<file path="src/rtl/c8cpu_pkg.sv">
// package: shared types and constants for the chip8 processor core
`timescale 1ns / 1ps
`default_nettype none
package c8cpu_pkg;

   // command codes
   localparam logic [1:0] CMD_LOAD = 2'd0;
   localparam logic [1:0] CMD_EXEC = 2'd1;
   localparam logic [1:0] CMD_READ = 2'd2;
   localparam logic [1:0] CMD_NONE = 2'd3;

   localparam logic [11:0] PC_START  = 12'h200;
   localparam logic [11:0] FONT_BYTES = 12'd80;

   // request payload
   typedef struct packed {
      logic [1:0]  cmd;
      logic [11:0] load_addr;
      logic [7:0]  load_byte;
      logic [4:0]  row_index;
      logic [15:0] keys_down;
      logic [7:0]  random_byte;
   } req_type;

   // response payload
   typedef struct packed {
      logic [11:0] next_pc;
      logic [15:0] fetched_opcode;
      logic        sound_on;
      logic        waiting_for_key;
      logic        screen_changed;
      logic        unknown_op;
      logic        stack_fault;
      logic [63:0] row_pixels;
   } rsp_type;

   // sequencer states
   typedef enum logic [4:0] {
      ST_INIT,      // memory and frame clearing pass
      ST_IDLE,
      ST_FETCH_HI,
      ST_FETCH_LO,
      ST_DECODE,
      ST_EXEC,
      ST_DRAW_RD,   // read sprite byte
      ST_DRAW_ROW,  // read frame row
      ST_DRAW_WR,   // write frame row
      ST_BCD,
      ST_MOVE,      // fx55 / fx65 walk
      ST_MOVE_WB,
      ST_CLS,
      ST_ROW_RD,
      ST_ROW_WAIT,
      ST_STK_RD,
      ST_FINISH,
      ST_RESP
   } state_type;

   // hex font rom
   function automatic logic [7:0] font_byte(input logic [6:0] a);
      logic [7:0] r;
      begin
         case (a)
            7'd0: r=8'hF0; 7'd1: r=8'h90; 7'd2: r=8'h90; 7'd3: r=8'h90; 7'd4: r=8'hF0;
            7'd5: r=8'h20; 7'd6: r=8'h60; 7'd7: r=8'h20; 7'd8: r=8'h20; 7'd9: r=8'h70;
            7'd10: r=8'hF0; 7'd11: r=8'h10; 7'd12: r=8'hF0; 7'd13: r=8'h80; 7'd14: r=8'hF0;
            7'd15: r=8'hF0; 7'd16: r=8'h10; 7'd17: r=8'hF0; 7'd18: r=8'h10; 7'd19: r=8'hF0;
            7'd20: r=8'h90; 7'd21: r=8'h90; 7'd22: r=8'hF0; 7'd23: r=8'h10; 7'd24: r=8'h10;
            7'd25: r=8'hF0; 7'd26: r=8'h80; 7'd27: r=8'hF0; 7'd28: r=8'h10; 7'd29: r=8'hF0;
            7'd30: r=8'hF0; 7'd31: r=8'h80; 7'd32: r=8'hF0; 7'd33: r=8'h90; 7'd34: r=8'hF0;
            7'd35: r=8'hF0; 7'd36: r=8'h10; 7'd37: r=8'h20; 7'd38: r=8'h40; 7'd39: r=8'h40;
            7'd40: r=8'hF0; 7'd41: r=8'h90; 7'd42: r=8'hF0; 7'd43: r=8'h90; 7'd44: r=8'hF0;
            7'd45: r=8'hF0; 7'd46: r=8'h90; 7'd47: r=8'hF0; 7'd48: r=8'h10; 7'd49: r=8'hF0;
            7'd50: r=8'hF0; 7'd51: r=8'h90; 7'd52: r=8'hF0; 7'd53: r=8'h90; 7'd54: r=8'h90;
            7'd55: r=8'hE0; 7'd56: r=8'h90; 7'd57: r=8'hE0; 7'd58: r=8'h90; 7'd59: r=8'hE0;
            7'd60: r=8'hF0; 7'd61: r=8'h80; 7'd62: r=8'h80; 7'd63: r=8'h80; 7'd64: r=8'hF0;
            7'd65: r=8'hE0; 7'd66: r=8'h90; 7'd67: r=8'h90; 7'd68: r=8'h90; 7'd69: r=8'hE0;
            7'd70: r=8'hF0; 7'd71: r=8'h80; 7'd72: r=8'hF0; 7'd73: r=8'h80; 7'd74: r=8'hF0;
            7'd75: r=8'hF0; 7'd76: r=8'h80; 7'd77: r=8'hF0; 7'd78: r=8'h80; 7'd79: r=8'h80;
            default: r = 8'h00;
         endcase
         return r;
      end
   endfunction

endpackage
`default_nettype wire

</file>
<file path="src/rtl/c8cpu_alu.sv">
// shared alu: 8-bit ops and 12-bit address add, one per cycle
`timescale 1ns / 1ps
`default_nettype none
module c8cpu_alu
   import c8cpu_pkg::*;
(
   input  wire logic [3:0]  func,
   input  wire logic [11:0] a,
   input  wire logic [11:0] b,
   output logic      [11:0] result,
   output logic             flag
);
   logic [12:0] sum;
   logic [8:0]  d;

   // function select: 0 add12, 1 or, 2 and, 3 xor, 4 add8, 5 a-b, 6 shr, 7 b-a, 8 shl
   always_comb begin
      sum    = {1'b0, a} + {1'b0, b};
      d      = 9'd0;
      result = 12'd0;
      flag   = 1'b0;
      case (func)
         4'd0: begin result = sum[11:0]; flag = sum[12]; end
         4'd1: result = {4'd0, a[7:0] | b[7:0]};
         4'd2: result = {4'd0, a[7:0] & b[7:0]};
         4'd3: result = {4'd0, a[7:0] ^ b[7:0]};
         4'd4: begin d = {1'b0, a[7:0]} + {1'b0, b[7:0]}; result = {4'd0, d[7:0]}; flag = d[8]; end
         4'd5: begin d = {1'b0, a[7:0]} - {1'b0, b[7:0]}; result = {4'd0, d[7:0]}; flag = ~d[8]; end
         4'd6: begin result = {5'd0, a[7:1]}; flag = a[0]; end
         4'd7: begin d = {1'b0, b[7:0]} - {1'b0, a[7:0]}; result = {4'd0, d[7:0]}; flag = ~d[8]; end
         4'd8: begin result = {4'd0, a[6:0], 1'b0}; flag = a[7]; end
         default: result = 12'd0;
      endcase
   end
endmodule
`default_nettype wire

</file>
<file path="config.mk">
export PLATFORM = sky130hd
export DESIGN_NAME = c8cpu_alu
export DESIGN_NICKNAME = d
export VERILOG_FILES = /design/src/rtl/c8cpu_pkg.sv /design/src/rtl/c8cpu_alu.sv
export SDC_FILE = /design/constraint.sdc
export NUM_CORES = 1
export LEC_CHECK = 0
export ABC_CLOCK_PERIOD_IN_PS = 4160
export BUFFER_PORTS_ARGS = -buffer_cell sky130_fd_sc_hd__buf_2
export CELL_PAD_IN_SITES_DETAIL_PLACEMENT = 1
export CELL_PAD_IN_SITES_GLOBAL_PLACEMENT = 1
export CORE_MARGIN = 1
export CORE_UTILIZATION = 42
export DETAILED_ROUTE_END_ITERATION = 10
export PLACE_DENSITY = 0.87
export SLEW_MARGIN = 20
export SYNTH_ARGS = -nofsm -noshare
export SYNTH_HDL_FRONTEND = slang
export SYNTH_SLANG_ARGS = --single-unit
export TNS_END_PERCENT = 30
</file>
<file path="constraint.sdc">
create_clock -name vclk -period 4.16
set_input_delay 1.04 -clock vclk [all_inputs]
set_output_delay 1.04 -clock vclk [all_outputs]
set_load 0.005 [all_outputs]
</file>
* Yosys cells after proc, flatten, opt, wreduce, memory -nomap -nowiden *
Index checks and enable logic that the tools add are counted.

cells by class
  add/subtract/negate cells = 4
  equality and inequality tests = 8
  multiplexer cells = 2
  reduce and logical (&&, ||, !) cells = 1
  bitwise logic cells = 5

operator list
  kind                  count
  $pmux W12 S9          1
  $sub A8 B8 Y9         2
  $eq A4 B3 Y1 const B  4
  $add A12 B12 Y13      1
  $add A8 B8 Y9         1
  $and A8 B8 Y8         1
  $eq A4 B2 Y1 const B  2
  $or A8 B8 Y8          1
  $xor A8 B8 Y8         1
  $pmux W1 S6           1
  $eq A4 B1 Y1 const B  1
  $eq A4 B4 Y1 const B  1
  $logic_not A4 Y1      1
  $not A1 Y1            2

word-level totals
  bits of input ports = 28
  word-level logic and storage cells = 20
  output and inout bits = 13
  flip-flop bits (word level) = 0

* Depth between registers and ports, before layout *
  word-level depth = 3
  gate-level depth with buffers = 9
  mapped depth without buffers = 8

* Least setup slack after synthesis *
OpenSTA, ideal clock, no wires.

  path type = input-to-output
  from = input a[0]
  to = output result[10]
  stages = 7
  buffers on the path = 0
  arrival = 2.616 ns
  required time = 3.120 ns
  setup slack = 0.504 ns
  path through = ha_1 fa_1 a21o_1 a221oi_2 o21bai_1 a21oi_1 mux2i_1

between the ends
  longest elaborated chain between the ends = 2

RTL lines
  item              line             text
  from (decl)       c8cpu_alu.sv:8   input wire logic [11:0] a,
  $add A12 B12 Y13  c8cpu_alu.sv:18  sum = {1'b0, a} + {1'b0, b};
  $pmux W12 S9      c8cpu_alu.sv:22  case (func)
  to (decl)         c8cpu_alu.sv:10  output logic [11:0] result,

No other way between the ends.

* Worst setup path in the final report *
Ends and elaborated chain as after synthesis.

==> key figures <==
Outcome
  – Status: finished, final reports clean

Yosys
  – Area fraction of the dominant cell type after synthesis: 0.222
  – Most common cell in the netlist: ha_1
  – Synthesized area per cell: 7.18 µm²
  – Yosys cell types: 64
  – Post-Syn Nets: 359
  – Synth area leader: ha_1
  – Synth Warn #: 0
  – Synth cell count leaders: ha_1, inv_1, a21oi_1, nand2_1, o21ai_0
  – Area contributors post-synth: ha_1, a21oi_1, inv_1
  – Post-Synthesis Cells: 291
  – Cell Area, Synth: 0.00209 mm²
  – Sequential element share of the synthesized area: 0

Route
  – Vias per cell: 6.31
  – Drt pass-1 iters: 5
  – DR vias: 2531
  – Initial DRC Count: 198
  – Routed WL: 7.47 mm
  – WL/cell: 18.6 µm
  – Drt drc: 0
  – Post-DRT Antenna Nets: 0

STA
  – Slew Viols, Final: 0
  – Hold WS: 2.58 ns
  – Final Hold Viols: 0
  – Actual slew at the worst max-slew pin: 0.471 ns
  – Final period utilization: 0.992
  – Slew Limit Headroom: 0.686
  – Setup violations, final: 0
  – Final min period: 4.13 ns
  – Setup TNS: 0 ns
  – Fmax: 242 MHz
  – Final worst setup slack: 0.0329 ns

Power and ir drop
  – Seq pwr share: 0
  – Pwr/cell area: 129 mW/mm²
  – Maximum vdd drop: 50.2 µV
  – Combinational share of power: 1.000
  – Leakage power: 1.15 nW
  – Total Power: 322 µW
  – Sw Ratio: 0.584
  – Power share of the clock group: 0
  – Int Power: 134 µW
  – Net load switching power: 188 µW

Worst hold path
  – Hold Crit Start: a[2]
  – Hold endpoint: result[1]
  – Hold depth: 4
  – Hold Crit Class: in2out

Placement
  – PortBufs: 41
  – Placed instance area: 0.00244 mm²
  – Setup WS pre-CTS: 0.0417 ns
  – Inst Count DP: 401
  – DP HPWL: 5.84 mm
  – RD Place Congestion: 1.00

Worst setup path
  – Arrival time worst endpoint: 3.09 ns
  – Critical Path Source Type: input pin
  – CP endpoint kind: primary output
  – Worst path required time: 3.12 ns
  – Crit Path Class: in2out
  – Critical path fanouts, max: 5

Finish
  – FF/Latch Area: 0 µm²
  – Ant. Diodes: 0
  – Design area: 0.00249 mm²
  – Seq cells: 0
  – Final Non-Filler Cells: 401
  – Final Net Count: 404
  – Layout cells sized above 1: 0.234
  – Fill count: 640
  – Clkbuf count: 0
  – Final Util: 0.523
  – Area grow syn2layout: 19.0%

Global route
  – Total grt overflow: 0
  – First-pass GRT wire length: 11.6 mm
  – Initial antenna violation count: 0
  – Largest net degree at the start of global routing: 27
  – Total track usage: 0.274
  – Vias in the first global route: 2396

Flow run
  – Total of max-cap violations: 0

Floorplan
  – Die Area: 0.00526 mm²
  – Initial Util: 0.439
  – Row count: 25
  – Core Area: 0.00475 mm²
  – DIE HEIGHT: 72.5 µm
  – Die Width: 72.5 µm
  – Io pins: 41

CTS
  – Postcts setup bufs: 0
  – Hold_buf cts: 0
-- kinds of logic after synthesis --
family	count (synthesis)	share of synthesized area
AOI/OAI and AO/OA	99	0.340
and+or+nand+nor	93	0.246
buffers and inverters	43	0.0886
adders and majority gates	40	0.250
muxes	11	0.0545
xor gates and xnor gates	5	0.0210
-- cell usage in the layout, fill, tap and decap left out, types with 7 or more instances in the layout --
cell type and instances:
buf_2 41, ha_1 36, inv_1 24, buf_4 20, nand2_1 18, a21oi_1 18
o21ai_0 15, nor2_1 13, nor2b_1 11, nor3_1 11, nand2b_1 8, mux2i_1 8
nand3_1 7, a211oi_1 7, o22ai_1 7
-- metal layers --
layer  wire length, µm  up-vias  GRT usage
met5                 0        -          0
met4               110        0     0.0283
met3               528       13     0.0153
met2              3550      117      0.498
met1              3280     1226      0.366
li1                  -     1175          -
-- layout make-up --
type,count,area [µm²],share of cell area
Inverter,25,93.8,0.0377
Multi-Input combinational cell,248,1950,0.786
Tap cell,67,83.8,0.0337
Timing Repair Buffer,61,355,0.143
-- worst max path at each step --
stage          startpoint    endpoint  slack [ns]  cells after the start
2_1_floorplan        a[0]  result[10]        0.50                      7
3_3_place_gp         a[2]   result[5]        0.06                      9
3_5_place_dp         a[0]        flag        0.04                     10
4_1_cts              a[0]        flag        0.03                     10
5_1_grt              a[0]   result[6]       -0.07                      9
6_report             a[0]  result[10]        0.03                      9
-- critical path, cell delays in order --
cell      delay [ns]
buf_2           0.13
ha_1            0.26
fa_1            0.43
a21o_1          0.23
a221oi_4        0.37
o21bai_1        0.12
a21oi_1         0.19
mux2i_1         0.19
buf_2           0.12
-- power by group through the flow --
stage / sequential [mW] / clock [mW] / combinational (mW)
after floorplan: 0 / 0 / 0.197
after global placement: 0 / 0 / 0.295
after detailed placement: 0 / 0 / 0.303
after CTS: 0 / 0 / 0.304
after global routing: 0 / 0 / 0.348
final: 0 / 0 / 0.322
-- what timing repair did --
action | CTS | global route
setup endpoints to repair | 0 | 8
hold endpoints to repair | 0 | 0
gates resized for setup | 0 | 8
Power figures use the tool's default switching activity.
