<file path="src/rtl/c8cpu_ram.sv">
// generic single-port ram with registered read
`timescale 1ns / 1ps
`default_nettype none
module c8cpu_ram #(
   parameter int WIDTH = 8,
   parameter int DEPTH = 16
) (
   input  wire logic                     clock,
   input  wire logic                     wr_en,
   input  wire logic [$clog2(DEPTH)-1:0] addr,
   input  wire logic [WIDTH-1:0]         wr_data,
   output logic      [WIDTH-1:0]         rd_data
);
   logic [WIDTH-1:0] mem_ff [DEPTH];

   // write and registered read
   always_ff @(posedge clock) begin
      if (wr_en) begin
         mem_ff[addr] <= wr_data;
      end
      rd_data <= mem_ff[addr];
   end
endmodule
`default_nettype wire

</file>
<file path="config.mk">
export PLATFORM = sky130hd
export DESIGN_NAME = c8cpu_ram
export DESIGN_NICKNAME = d
export VERILOG_FILES = /design/src/rtl/c8cpu_ram.sv
export SDC_FILE = /design/constraint.sdc
export NUM_CORES = 1
export LEC_CHECK = 0
export ABC_AREA = 0
export BUFFER_PORTS_ARGS = -buffer_cell sky130_fd_sc_hd__buf_2
export CORE_UTILIZATION = 35
export DETAILED_ROUTE_END_ITERATION = 7
export PLACE_DENSITY = 0.64
export RECOVER_POWER = 50
export SLEW_MARGIN = 20
export SYNTH_ARGS = -nofsm -noshare
export SYNTH_HDL_FRONTEND = slang
export SYNTH_SLANG_ARGS = --single-unit
</file>
<file path="constraint.sdc">
create_clock -name clock -period 1.5 [get_ports clock]
set_input_delay 0.075 -clock clock [delete_from_list [all_inputs] [get_ports clock]]
set_output_delay 0.075 -clock clock [all_outputs]
set_load 0.01 [all_outputs]
</file>
# Word-level counts from Yosys, hierarchy flattened
# Memory sizes are Yosys's and may differ from the RTL's. A register that Yosys moved wholly into a read port is not among the register bits.
# Index checks and enable logic that the tools add are counted.
# Widths: inputs -> output; s select.
# totals
reg_bits,0
latchBits,0
mem_bits_rw,128
romBits,0
in_bits,14
out_inout_bits,8
elab_cells,3
mem_count,1
# mem_list
name,depth,word_bits,read_ports,rd_ports_with_merged_regs,wr,line,rtl
mem_ff,16,8,1,1,1,14,logic [WIDTH-1:0] mem_ff [DEPTH];
# op_classes
addsub,0
n_mul,0
div,0
n_lt_le_gt_ge,0
eq_ne,0
shifts,0
muxes,2
bitwise,0
n_reduce_logical,0
# ops
operator,count
$mux 1,2

# Longest topological paths before layout
# Gate-level depths: netlist of run 1.
# depth
ltp_word,2
ltp_mapped,5
ltp_nobuf,3

# Least setup slack after synthesis of run 1
# OpenSTA, ideal clock, no wires.
# synth_timing
path_type,input to register
from,input addr[2]
to,memory mem_ff[0][0] (enable)
setup_time_ns,0.383
arrival_ns,1.185
t_required_ns,1.117
setup_slack_ns,-0.068
path_stages,2
n_path_buf,0
path_cell_list,or3b_2 nor3_1
# synth_rtl
item,line,rtl
from (decl),10,"input wire logic [$clog2(DEPTH)-1:0] addr,"
to (decl),14,
# Straight into the memory's write port.

==> impl_metrics.csv, run 1 <==
group,metric,value,unit
global_route,grt-ovfl-total,0,
setup_path,cp_top_family,"multiplexers",
sta,slew_headroom,0.445,
synth,synth-main-ff-cell,"edfxtp_1",
sta,finalCriticalPeriod,1330,ps
clock_network,cts_made_buffers,17,
drt,viasPerCell,5.08,
clock_network,cts_setup_buffers,0,
layout,regArea,4000,sq um
layout,diodes,0,
layout,final_util,0.443,
clock_network,cts.path.max_buffers,2,
global_route,use_met3,0.0502,
clock_network,clkSinkCount,136,
placed_design,dpl_cell_area,5630,sq um
synth,synth-seq-cells,136,
sta,fmax,751,MHz
sta,worstMarginPinSlew,831,ps
sta,timing.hold.ws,175,ps
sta,min_period_over_period,0.887,
drt,remaining_drc_errors,0,
setup_path,cp_num_buf_inv,0,
setup_path,arrival,1630,ps
synth,synth_cell_type_count,18,
power,p_leak,2.05,nW
floorplan,floorplan.initialDensity,0.362,
sta,finalWorstSetupSlack,169,ps
synth,yosysTopAreaCell,"edfxtp_1",
layout,syn_to_final_growth,22.2,%
floorplan,fp-row-count,43,
sta,setup_viol,0,
global_route,busiest_layer,"met2",
outcome,status,"completed",
synth,synth_edf_count,128,
clock_network,clk_latency,410,ps
clock_network,cts_hold_buf,0,
global_route,met1_usage,0.200,
floorplan,die_w,122,um
clock_network,htree_levels,4,
setup_path,cp_cell_sequence,"mux4_2 -> a22oi_1 -> nand2_1",
hold_path,worstHoldPathType,"primary input to flop",
placed_design,io_buffers,21,
synth,syn_inst,230,
synth,async_reset_ff_frac,0,
setup_path,crit_path_start_kind,"flop",
layout,final_nets,304,
layout,layout-drive-gt1-share,0.347,
floorplan,fp.coreArea,14000,sq um
setup_path,required,1800,ps
clock_network,cts_tree,"built",
layout,stdcell_area,6190,sq um
sta,hold_viol_final,0,
synth,seq_area_frac_synth,0.790,
setup_path,crit_path_end_kind,"flop",
drt,wl_per_cell,20.6,um
power,p_total,8.73,mW
global_route,grt_pass1_wl,15400,um
setup_path,slowest_delay,470,ps
synth,synth_top_cells_by_area,"edfxtp_1 (76%), mux4_2 (14%), dfxtp_1 (3.2%), a22oi_1 (2.4%), nor2_1 (0.96%)",
floorplan,chipHeight,122,um
setup_path,cp_slowest_cell,"mux4_2",
global_route,use_met2,0.226,
sta,finClkSkew,8.22,ps
synth,ys_warn_count,0,
synth,postSynthAreaPerCell,22.0,sq um
flow_run,drv_cap,0,
clock_network,clk_pin_slew,60,ps
synth,synth_top_area_frac,0.759,
sta,final_max_slew_viol_count,0,
placed_design,dp_hpwl,6560,um
placed_design,place_congestion,0.724,
placed_design,dp.cells,451,
synth,syn_nets,244,
setup_path,worst-path-max-fanout,1,
drt,postRouteAntennaNets,0,
global_route,grt_max_degree,21,
floorplan,pin_count,22,
layout,fillers,1195,
layout,finalNonFillerCells,483,
floorplan,die-area,15000,sq um
power,p_per_area,1410,nW/um^2
global_route,antenna_found_initial,0,
placed_design,post-place-ws,2.54,ps
drt,totalWireLength,9930,um
setup_path,crit_type,"flop to flop",
global_route,grt_pass1_vias,2584,
synth,synth_area,5070,sq um
clock_network,cts_resized,0,
global_route,grt_use_total,0.149,
drt,num_vias,2453,
clock_network,cts-root-buf,"clkbuf_16",
drt,dr.pass1.iters,4,
sta,fin_setup_tns,0,ps
sta,rsz0062_at_grt,"false",
drt,drt_first_iter_violations,157,
layout,multi_input_area,1010,sq um
power,vdd_ir_drop_max,760,uV
layer usage:
layer / up-vias / part of all wire
li1: 1086 / -
met1: 1288 / 0.43
met2: 73 / 0.49
met3: 6 / 0.066
met4: 0 / 0.0085
met5: - / 0
synth_stat cells (4+ instances only):
| cell | number |
|---|---|
| edfxtp_1 | 128 |
| mux4_2 | 32 |
| a22oi_1 | 16 |
| nor2_1 | 13 |
| nand2_1 | 9 |
| dfxtp_1 | 8 |
| buf_1 | 4 |
| nor3_1 | 4 |
cell type report:
| class | instances | share of cell area |
|---|---|---|
| Tap cell | 180 | 0.0364 |
| Clock inverter | 11 | 0.0200 |
| Clock buffer | 21 | 0.0744 |
| Multi-Input combinational cell | 83 | 0.163 |
| Timing Repair Buffer | 52 | 0.0596 |
| Sequential cell | 136 | 0.647 |
worst register-to-register path, cell delays in order, from the launching register on:
cell and delay, ps:
edfxtp_1 370, mux4_2 470, a22oi_1 290, nand2_1 80
layout by cell type (no fill, tap or decap), drive strengths merged:
master    instances
edfxtp          128
buf              41
mux4             32
clkbuf           32
a22oi            16
nor2             13
nand2             9
dfxtp             8
clkinv            5
nor3              4
clkinvlp          3
nor2b             2
nand3b            2
nand2b            2
bufinv            2
and2              1
nand3             1
or3b              1
inv               1
power breakdown:
group	internal [mW]	switching, mW
combinational	0.183	0.237
clock	2.53	1.50
sequential	4.25	0.0284
total	6.97	1.76
kinds of logic after synthesis:
group / Yosys count / share of synthesized area
muxes: 32 / 0.142
and+or+nand+nor: 35 / 0.0321
DFF: 136 / 0.790
AOI/OAI and AO/OA: 16 / 0.0237
buffers and inverters: 11 / 0.0119
worst paths after layout:
check	startpoint	to	slack, ps	cells after the start
setup / recovery	mem_ff[2][7]	rd_data[7]	170	3
setup reg to reg	mem_ff[2][7]	rd_data[7]	170	3
hold reg to reg	mem_ff[14][5]	rd_data[5]	670	3
hold / removal	wr_data[0]	mem_ff[7][0]	170	1
sequential cells by signal, summed over array words and instances (netlist names):
| name | cells |
|---|---|
| mem_ff | 128 |
| rd_data | 8 |
Note: power is estimated with default switching activity, not from simulation.
==> run 2: changes to the inputs <==
--- a/config.mk
+++ b/config.mk
@@ -9,7 +9,7 @@
 export BUFFER_PORTS_ARGS = -buffer_cell sky130_fd_sc_hd__buf_2
 export CORE_UTILIZATION = 35
 export DETAILED_ROUTE_END_ITERATION = 7
-export PLACE_DENSITY = 0.64
+export PLACE_DENSITY = 0.53
 export RECOVER_POWER = 50
 export SLEW_MARGIN = 20
 export SYNTH_ARGS = -nofsm -noshare
==> impl_metrics.csv, run 2 (synthesis gave the netlist of run 1 again) <==
group,metric,value,unit
clock_network,cts.path.max_buffers,2,
global_route,grt_pass1_wl,14800,um
clock_network,cts-root-buf,"clkbuf_16",
layout,largestRegisters,"mem_ff (128), rd_data (8)",
setup_path,cp_num_buf_inv,0,
floorplan,pin_count,22,
floorplan,fp.coreArea,14000,sq um
clock_network,cts_made_buffers,17,
clock_network,cts_hold_buf,0,
setup_path,timing.rr.end,"rd_data[0]",
global_route,grt_max_degree,22,
sta,min_period_over_period,0.895,
power,p_per_area,1390,nW/um^2
power,vdd_ir_drop_max,777,uV
drt,viasPerCell,4.98,
layout,largest_reg_flops,128,
setup_path,startpoint,"mem_ff[3][0]",
sta,finClkSkew,6.40,ps
setup_path,worst-r2r-cell-count,3,
sta,fmax,745,MHz
clock_network,clk_latency,410,ps
drt,drt_first_iter_violations,304,
flow_run,drv_cap,0,
clock_network,htree_levels,4,
placed_design,place_congestion,0.697,
global_route,grt_use_total,0.142,
drt,postRouteAntennaNets,0,
sta,slew_headroom,0.442,
drt,num_vias,2394,
sta,finalCriticalPeriod,1340,ps
clock_network,cts_setup_buffers,0,
global_route,grt-ovfl-total,0,
layout,largest-register,"mem_ff",
setup_path,crit_path_end_kind,"flop",
drt,wl_per_cell,19.8,um
sta,worstMarginPinSlew,836,ps
setup_path,cp_slowest_cell,"mux4_2",
floorplan,die-area,15000,sq um
sta,rsz0062_at_grt,"false",
setup_path,cp_top_family,"multiplexers",
clock_network,cts_resized,0,
layout,layout_commonest_cell,"edfxtp_1",
floorplan,die_w,122,um
outcome,status,"completed",
hold_path,worstHoldPathType,"primary input to flop",
layout,layout-drive-gt1-share,0.332,
layout,mostFrequentLayoutCells,"edfxtp_1 (128), mux4_2 (32), buf_4 (21)",
setup_path,critPathCapture,"rd_data[0]",
setup_path,r2r_start,"mem_ff[3][0]",
sta,setup_viol,0,
setup_path,required,1780,ps
setup_path,crit_type,"flop to flop",
floorplan,chipHeight,122,um
setup_path,rrSetupSlack,160,ps
clock_network,clk_pin_slew,60,ps
placed_design,io_buffers,21,
sta,timing.hold.ws,192,ps
global_route,grt_pass1_vias,2534,
floorplan,floorplan.initialDensity,0.362,
sta,hold_viol_final,0,
power,p_leak,2.05,nW
setup_path,crit_path_start_kind,"flop",
layout,syn_to_final_growth,22.0,%
sta,final_max_slew_viol_count,0,
setup_path,cp_cell_sequence,"mux4_2 -> a22oi_1 -> nand2_1",
drt,totalWireLength,9550,um
setup_path,cp_num_cells,3,
clock_network,clkSinkCount,136,
layout,final_nets,302,
clock_network,cts_tree,"built",
setup_path,arrival,1630,ps
setup_path,slowest_delay,470,ps
layout,diodes,0,
global_route,antenna_found_initial,0,
setup_path,worst-path-max-fanout,1,
floorplan,fp-row-count,43,
drt,remaining_drc_errors,0,
layout,final_util,0.442,
drt,dr.pass1.iters,4,
==> run 2: worst min-delay path by stage <==
stage / slack, ps / end / cells past startpoint / startpoint
floorplan: 170 / mem_ff[0][0] / 0 / wr_data[0]
global placement: 470 / mem_ff[12][4] / 1 / wr_data[4]
detailed placement: 470 / rd_data[2] / 1 / rd_data[2]
CTS: 40 / mem_ff[13][7] / 1 / wr_data[7]
global route: 220 / mem_ff[12][1] / 1 / wr_data[1]
finish: 190 / mem_ff[5][2] / 1 / wr_data[2]
==> run 2: layout make-up <==
cell class              count  area (sq um)
multi-input cells          83          1010
clock buffers              22           464
clock inverters            10           101
fillers                  1196          7810
flip-flops and latches    136          4000
repair buffers             50           379
well taps                 180           225
==> run 2: layer usage <==
layer	GRT usage	part of all wire
met1	0.178	0.42
met2	0.233	0.53
met3	0.0325	0.027
met4	0.0640	0.017
met5	0	0
==> run 2: where the power goes <==
group	total [mW]	switching (mW)	leakage, nW	internal (mW)
Combinational	0.423	0.232	0.541	0.192
Sequential	4.28	0.0250	1.22	4.25
Clock	3.92	1.41	0.282	2.51
Total	8.62	1.67	2.05	6.95
==> run 2: metrics by stage <==
step | power (mW) | area, sq um | instances | setup TNS [ps] | setup WS, ps
global route | 8.91 | 6180 | 481 | 0 | 93.7
global placement | 4.79 | 5640 | 449 | -78.3 | -56.2
finish | 8.62 | 6180 | 481 | 0 | 158
CTS | 8.72 | 6200 | 481 | 0 | 174
detailed placement | 4.80 | 5640 | 449 | -76.6 | -44.6
floorplan | 4.58 | 5070 | 230 | -473 | -13.1
